### config.mk
export PLATFORM = sky130hd
export DESIGN_NAME = mgm_round_cell
export DESIGN_NICKNAME = d
export VERILOG_FILES = /design/src/rtl/mgm_pkg.sv /design/src/rtl/mgm_round_cell.sv
export SDC_FILE = /design/constraint.sdc
export NUM_CORES = 1
export LEC_CHECK = 0
export BUFFER_PORTS_ARGS = -buffer_cell sky130_fd_sc_hd__buf_2
export CAP_MARGIN = 20
export CORE_AREA = 8 8 145 147
export DETAILED_ROUTE_END_ITERATION = 7
export DIE_AREA = 0 0 153 155
export GPL_ROUTABILITY_DRIVEN = 0
export HOLD_SLACK_MARGIN = 0.1
export PLACE_DENSITY = 0.64
export REMOVE_ABC_BUFFERS = 1
export SLEW_MARGIN = 15
export SYNTH_ARGS = -nofsm -noshare
export SYNTH_HDL_FRONTEND = slang
export SYNTH_SLANG_ARGS = --single-unit
### constraint.sdc
create_clock -name i_clk -period 5.1 [get_ports i_clk]
set_input_delay 0.51 -clock i_clk [delete_from_list [all_inputs] [get_ports i_clk]]
set_output_delay 0.51 -clock i_clk [all_outputs]
set_load 0.05 [all_outputs]
### src/rtl/mgm_pkg.sv
`timescale 1ns / 1ps
// Shared types, constants and round helpers for the Magma block cipher.
// Depends on nothing; every other file of the block uses it.
package mgm_pkg;

    localparam int unsigned KeyWords  = 8;
    localparam int unsigned Rounds    = 32;
    localparam int unsigned RotLeft   = 11;
    localparam int unsigned WordW     = 32;
    localparam int unsigned BlockW    = 64;
    localparam int unsigned KeyIdxW   = 3;
    localparam int unsigned CfgIdxW   = 4;

    // Command codes carried with each block.
    localparam logic CmdEncrypt = 1'b0;
    localparam logic CmdDecrypt = 1'b1;

    typedef logic [WordW-1:0] t_word;
    typedef t_word t_key [KeyWords];

    // Contents of one cell of the round chain.
    typedef struct packed {
        logic  valid;
        logic  cmd;
        t_word left;
        t_word right;
    } t_stage;

    typedef logic [3:0] t_sbox_row [16];
    typedef t_sbox_row t_sbox [8];

    // Box 0 acts on the most significant nibble.
    localparam t_sbox Sbox = '{
        '{4'd1,  4'd7,  4'd14, 4'd13, 4'd0,  4'd5,  4'd8,  4'd3,
          4'd4,  4'd15, 4'd10, 4'd6,  4'd9,  4'd12, 4'd11, 4'd2},
        '{4'd8,  4'd14, 4'd2,  4'd5,  4'd6,  4'd9,  4'd1,  4'd12,
          4'd15, 4'd4,  4'd11, 4'd0,  4'd13, 4'd10, 4'd3,  4'd7},
        '{4'd5,  4'd13, 4'd15, 4'd6,  4'd9,  4'd2,  4'd12, 4'd10,
          4'd11, 4'd7,  4'd8,  4'd1,  4'd4,  4'd3,  4'd14, 4'd0},
        '{4'd7,  4'd15, 4'd5,  4'd10, 4'd8,  4'd1,  4'd6,  4'd13,
          4'd0,  4'd9,  4'd3,  4'd14, 4'd11, 4'd4,  4'd2,  4'd12},
        '{4'd12, 4'd8,  4'd2,  4'd1,  4'd13, 4'd4,  4'd15, 4'd6,
          4'd7,  4'd0,  4'd10, 4'd5,  4'd3,  4'd14, 4'd9,  4'd11},
        '{4'd11, 4'd3,  4'd5,  4'd8,  4'd2,  4'd15, 4'd10, 4'd13,
          4'd14, 4'd1,  4'd7,  4'd4,  4'd12, 4'd9,  4'd6,  4'd0},
        '{4'd6,  4'd8,  4'd2,  4'd3,  4'd9,  4'd10, 4'd5,  4'd12,
          4'd1,  4'd14, 4'd4,  4'd7,  4'd11, 4'd13, 4'd0,  4'd15},
        '{4'd12, 4'd4,  4'd6,  4'd2,  4'd10, 4'd5,  4'd11, 4'd9,
          4'd14, 4'd8,  4'd13, 4'd7,  4'd0,  4'd3,  4'd15, 4'd1}
    };

    // Eight parallel 4-bit substitutions.
    function automatic t_word sbox_layer(input t_word v);
        t_word r;
        r = '0;
        for (int b = 0; b < 8; b++) begin
            r[4*(7-b) +: 4] = Sbox[b][v[4*(7-b) +: 4]];
        end
        return r;
    endfunction

    // Round function: key add, substitution, rotate left.
    function automatic t_word round_mix(input t_word half, input t_word k);
        t_word t;
        t = sbox_layer(half + k);
        return {t[WordW-RotLeft-1:0], t[WordW-1:WordW-RotLeft]};
    endfunction

    // Key word used by a given round for encryption or decryption.
    function automatic logic [KeyIdxW-1:0] key_index(input int unsigned rnd,
                                                     input logic dec);
        logic [KeyIdxW-1:0] low;
        low = rnd[KeyIdxW-1:0];
        if (dec == CmdDecrypt) begin
            return (rnd < KeyWords) ? low : ~low;
        end
        return (rnd < Rounds - KeyWords) ? low : ~low;
    endfunction

endpackage

### src/rtl/mgm_round_cell.sv
`timescale 1ns / 1ps
// One cell of the round chain: performs a single Feistel round and holds the result.
// Depends on mgm_pkg for the stage type and the round function.
module mgm_round_cell #(
    parameter int unsigned ROUND = 0
) (
    input  logic                i_clk,
    input  logic                i_rst_n,
    input  mgm_pkg::t_stage     i_prev,
    input  mgm_pkg::t_key       i_key,
    input  logic                i_next_ready,
    output logic                o_ready,
    output mgm_pkg::t_stage     o_stage
);

    logic                r_valid;
    logic                r_cmd;
    mgm_pkg::t_word      r_left;
    mgm_pkg::t_word      r_right;
    mgm_pkg::t_word      n_right;
    mgm_pkg::t_word      w_key;

    // The cell takes a new request when it is empty or its content moves on.
    assign o_ready = !r_valid || i_next_ready;

    // Pick the key word for this round by direction.
    always_comb begin
        w_key   = i_key[mgm_pkg::key_index(ROUND, i_prev.cmd)];
        n_right = i_prev.left ^ mgm_pkg::round_mix(i_prev.right, w_key);
    end

    // Control bit with reset.
    always_ff @(posedge i_clk) begin
        if (!i_rst_n) begin
            r_valid <= 1'b0;
        end else if (o_ready) begin
            r_valid <= i_prev.valid;
        end
    end

    // Payload: the halves trade places after the round.
    always_ff @(posedge i_clk) begin
        if (o_ready && i_prev.valid) begin
            r_cmd   <= i_prev.cmd;
            r_left  <= i_prev.right;
            r_right <= n_right;
        end
    end

    assign o_stage = '{valid: r_valid, cmd: r_cmd, left: r_left, right: r_right};

endmodule

## Word level (Yosys, flattened, before mapping)

Memory sizes are Yosys's and may differ from the RTL's.
Index checks and enable logic that the tools add are counted.

- Bits in registers: 66
- Bits in read-only memories: 512
- Output and inout bits: 67
- Word-level logic and storage cells: 57
- Memories: 8

Memory list:

| memory | depth | bits a word | read ports | clocked after memory_dff | wr ports | RTL line | source |
|---|---|---|---|---|---|---|---|
| (name not given) | 16 | 4 | 1 | 0 | 0 | mgm_pkg.sv:57 | `r[4*(7-b) +: 4] = Sbox[b][v[4*(7-b) +: 4]];` |
| (name not given) | 16 | 4 | 1 | 0 | 0 | mgm_pkg.sv:57 |  |
| (name not given) | 16 | 4 | 1 | 0 | 0 | mgm_pkg.sv:57 |  |
| (name not given) | 16 | 4 | 1 | 0 | 0 | mgm_pkg.sv:57 |  |
| (name not given) | 16 | 4 | 1 | 0 | 0 | mgm_pkg.sv:57 |  |
| (name not given) | 16 | 4 | 1 | 0 | 0 | mgm_pkg.sv:57 |  |
| +2 memories | n/a | n/a | n/a | n/a | n/a | n/a |  |

- Add/subtract/negate cells: 1
- $lt $le $gt $ge: 9
- Muxes and demuxes: 22
- Bitwise logic cells: 10
- Reduce and logical (&&, ||, !) cells: 3

Operator list:

| operator | count |
|---|---|
| binary-select mux 32 bit (select 3 bit) | 1 |
| 2-to-1 mux 32 bit | 2 |
| 2-to-1 mux 4 bit | 16 |
| >= comparator 5 bit (second input constant) | 8 |
| NOT 4 -> 5 bit | 8 |
| adder 32 bit | 1 |
| XOR 32 bit | 1 |
| 2-to-1 mux 3 bit | 2 |
| >= comparator 4 bit (second input constant) | 1 |
| NOT 3 -> 4 bit | 1 |
| logical AND 1 bit | 1 |
| logical NOT 1 bit | 1 |
| logical OR 1 bit | 1 |
| 2-to-1 mux 1 bit | 1 |

## Depth between registers and ports, before layout

- Depth after elaboration: 12
- Depth in mapped cells: 15
- Depth with buffers taken out: 15

## Worst setup path after synthesis

OpenSTA, ideal clock, no wires.

- Path kind: input-to-reg
- From: in i_prev[0] (netlist bit)
- To: reg r_right[2], data pin
- Setup time: 258 ps
- Data arrival time: 3,464 ps
- Path slack: 1,378 ps
- Cell stages on the path: 13
- Buffers on the path: 0
- Cells stage by stage: ha_1 > inv_1 > fa_1 > nor2b_4 > o31a_1 > a221oi_2 > a211oi_1 > or2_2 > xor2_1 > inv_1 > ha_1 > mux4_2 > xnor2_1

- Longest elaborated chain between the ends: 6

Ends and longest elaborated chain:

| what | RTL line | source |
|---|---|---|
| start: declaration | mgm_round_cell.sv:9 | `input mgm_pkg::t_stage i_prev,` |
| adder 32 bit | mgm_pkg.sv:65 | `t = sbox_layer(half + k);` |
| NOT 4 -> 5 bit (implied by the code) | mgm_pkg.sv:57 |  |
| memory (16 x 4 bit) | n/a |  |
| 2-to-1 mux 4 bit (implied by the code) (2 in a row) | mgm_pkg.sv:57 |  |
| XOR 32 bit | mgm_round_cell.sv:29 | `n_right = i_prev.left ^ mgm_pkg::round_mix(i_prev.right, w_key);` |
| net n_right[2] | mgm_round_cell.sv:20 | `mgm_pkg::t_word n_right;` |
| end signal: assignment | mgm_round_cell.sv:46 | `r_right <= n_right;` |
| end: declaration | mgm_round_cell.sv:19 | `mgm_pkg::t_word r_right;` |

The timed path passes the listed nets, and every way through them passes these cells. The select of a mux whose other input is x is not followed.
A chain may end at the register's enable or synchronous reset.

## Final worst setup path

Same ends and word-level chain as after synthesis.

==> run summary <==
========================================================================================================
Status                                                                                      finished, final reports clean
Global-route wire length before repair                                                          25200 um
Clock skew                                                                                       5.58 ps
Total CTS buffers                                                                                      9
Total number of vias                                                                                4331
Cells after synthesis                                                                                488
# rows                                                                                                51
Root Buffer                                                                                    clkbuf_16
Type of element capturing the critical path                                                    flip-flop
Worst-path fanout max                                                                                  6
Portion of the clock cycle consumed by the worst path in the final layout                          0.777
HPWL reported at the end of detailed placement                                                  13300 um
Starting utilization of the core area                                                              0.285
Layout fillers                                                                                      1866
Synth area leaders                                                                          edfxtp_1, ha_1, xnor2_1, mux4_2, xor2_1
Worst hold endpoint                                                                                r_cmd
Critical Path Slowest Stage Cell                                                                  mux4_2
Proportion of synthesized chip area in sequential cells                                            0.365
Share of post-route cells with drive strength above 1                                              0.328
Post-Place Cells                                                                                     887
Startpoint-to-endpoint class of the critical path                                           input pin to flip-flop
Maximum number of pins on one net before global-route repair                                          35
Number of nets in the layout                                                                        1054
Req. time, crit path                                                                             5190 ps
#FFs+latches synth                                                                                    66
Gr usage total                                                                                     0.140
Post-Synthesis Cell Area                                                                       5400 um^2
Startpoint kind of the worst setup timing path                                                 input pin
Hold depth                                                                                             1
Fmax                                                                                           0.252 GHz
Number of DRC violations after detailed routing                                                        0
Post-cts sizing count                                                                                  0
Reg-to-Reg Start                                                                                 r_valid
Via count of the first global-routing pass                                                          4394
Count of cells along the worst register-to-register path                                               3
Post-DRT Antenna Nets                                                                                  0
Clock sinks                                                                                           66
Synth warnings                                                                                         0
Clock latency at the later pin of the worst-skew pair                                             340 ps
Synth top area share                                                                               0.361
Class of the tightest hold or removal check                                                 input pin to flip-flop
Number of flops mapped to enable cells by yosys                                                       65
CP Data Arrival Time                                                                             4050 ps
Worst slack, placed                                                                               771 ps
H-Tree Depth                                                                                           3
Cell type contributing the most total cell area after synthesis                                 edfxtp_1
Wire length reported by the detailed router                                                     16300 um
Total area of multi-input combinational cells                                                  3250 um^2
Die width                                                                                         153 um
# port buffers                                                                                       167
Total negative slack                                                                                0 ps
PnR worst setup slack                                                                            1140 ps
# IOs                                                                                                392
Number of standard cells in the layout, taps in and fillers out                                      904
Area of the die                                                                               23700 um^2
Shortest clock period the worst path allows after layout                                         3960 ps
Final count of negative-setup-slack endpoints                                                          0
Max-cap violations                                                                                     0
Capturing point of the worst reg2reg path                                                    r_right[23]
Worst Min Path Start                                                                          i_prev[64]
Layout Cell Area excl Fill                                                                     6800 um^2
Area of the core                                                                              19000 um^2
Cts hold-fix bufs                                                                                      0
Number of antenna violations at the first check in global routing                                      0
Detailed-routing iteration count for the pre-antenna-repair pass                                       4
Slew at the pin closest to its max-slew limit                                                     866 ps
Primary FF master, synth                                                                        edfxtp_1
Fraction of synthesis flops using an asynchronous set or reset pin                                     0
Routed wire length per instance                                                                  18.0 um
Power Total                                                                                      2570 uW
Setup repair after global routing missed its margin                                                   no
TritonCTS clock tree                                                                                done
First-iteration detailed-routing DRC count                                                           199
Max-slew violation total from the final report                                                         0
Crit path largest cell delay                                                                      500 ps
Average cell area after synthesis                                                              11.1 um^2
Setup fix buffers added after clock tree synthesis                                                     0
Post-CTS clock slew at the launch and capture registers of the worst setup and hold paths          60 ps
Mean number of vias per cell                                                                        4.79
Final Hold Violating Endpoints                                                                         0
Crit-path cells                                                                             buf_2, ha_1, inv_1, fa_1, nor2b_4, o31a_1, a221oi_2, a211oi_1, or2_2, xor2_1, inv_1, ha_1, mux4_2, xnor2_1
Die height                                                                                        155 um
Worst slew slack as a fraction of its limit                                                        0.423
Distinct cells, synth                                                                                 66
Placed Instance Area                                                                           6510 um^2
Static leakage                                                                                0.00303 uW
IR drop worst, VDD                                                                              0.181 mV
Power density relative to cell area                                                          377 nW/um^2
Total overflow reported by the global router                                                           0
Flop2flop setup slack                                                                            3040 ps
Max clock buf depth                                                                                    2
Sequential cell area                                                                           1970 um^2
Growth of design area from synthesis to finish                                                     25.9%
========================================================================================================
## registers in the layout, indices dropped and copies added, names as in the netlist
| signal | count |
|---|---|
| r_cmd | 1 |
| r_valid | 1 |
| r_right | 32 |
| r_left | 32 |
## stage by stage
stage	utilization	hold WS, ps
after CTS	0.359	352
after global placement	0.344	519
after global routing	0.359	355
final	0.359	361
after detailed placement	0.344	532
after floorplan	-	609
## cells by family after synthesis
kind of cell	after synthesis	share of synthesized area
DFF	66	0.365
muxes	27	0.0792
buffers and inverters	46	0.0333
AOI/OAI and AO/OA	116	0.157
adders and majority gates	69	0.161
xor gates and xnor gates	65	0.113
and+or+nand+nor	99	0.0917
## critical path, delay by kind of cell
family / cells / cell delay, ps
AO/OA/AOI/OAI: 3 / 880
XOR/XNOR: 2 / 580
adder cells (fa/ha/maj): 3 / 810
buffers and inverters: 3 / 360
multiplexers: 1 / 500
AND/OR/NAND/NOR: 2 / 410
## worst max path at each step
stage | to | cells past startpoint | slack [ps] | from
floorplan | r_right[2] | 13 | 1380 | i_prev[0]
global placement | r_right[2] | 14 | 800 | i_prev[0]
detailed placement | r_right[2] | 14 | 770 | i_prev[0]
CTS | r_right[2] | 14 | 1110 | i_prev[0]
global route | r_right[0] | 16 | 890 | i_prev[0]
finish | r_right[2] | 14 | 1140 | i_prev[0]
## cell type report
cell class	instances	area share
Antenna cell	2	0.000736
Clock buffer	9	0.0331
Clock inverter	6	0.00865
Inverter	39	0.0215
Multi-Input combinational cell	376	0.478
Sequential cell	66	0.290
Tap cell	238	0.0438
Timing Repair Buffer	168	0.124
## placed cells by master (no fill, tap or decap), types with 12 or more instances in the layout
| cell | netlist | final |
|---|---|---|
| o21ai_0 | 24 | 24 |
| a21o_1 | 14 | 14 |
| mux2i_1 | 12 | 12 |
| nand2_1 | 28 | 28 |
| inv_1 | 39 | 39 |
| ha_1 | 68 | 68 |
| xnor2_1 | 40 | 40 |
| a21oi_1 | 21 | 21 |
| xor2_1 | 22 | 22 |
| edfxtp_1 | 65 | 65 |
| buf_2 | 0 | 167 |
| nor2_1 | 23 | 23 |
## where the power goes
group          leakage [uW]  internal [uW]  switching (uW)
Sequential         0.000637            721            20.1
Combinational       0.00226            435             783
Clock              0.000135            372             236
Total               0.00303           1530            1040
## per-layer routing
layer / vias up / share of wire / GRT usage
li1: 2167 / - / -
met3: 10 / 0.080 / 0.0497
met4: 0 / 0.0095 / 0.0419
met2: 151 / 0.41 / 0.195
met5: - / 0 / 0
met1: 2003 / 0.50 / 0.197
## Yosys cell counts (all sizes together), types with 6 or more instances
cell / instances
a21o: 15
a21oi: 25
a31oi: 8
and2: 6
and3: 8
edfxtp: 65
ha: 68
inv: 39
mux2i: 12
mux4: 12
nand2: 29
nand3: 8
nor2: 23
o211ai: 9
o21ai: 26
xnor2: 42
xor2: 22
(Power assumes the default switching activity.)
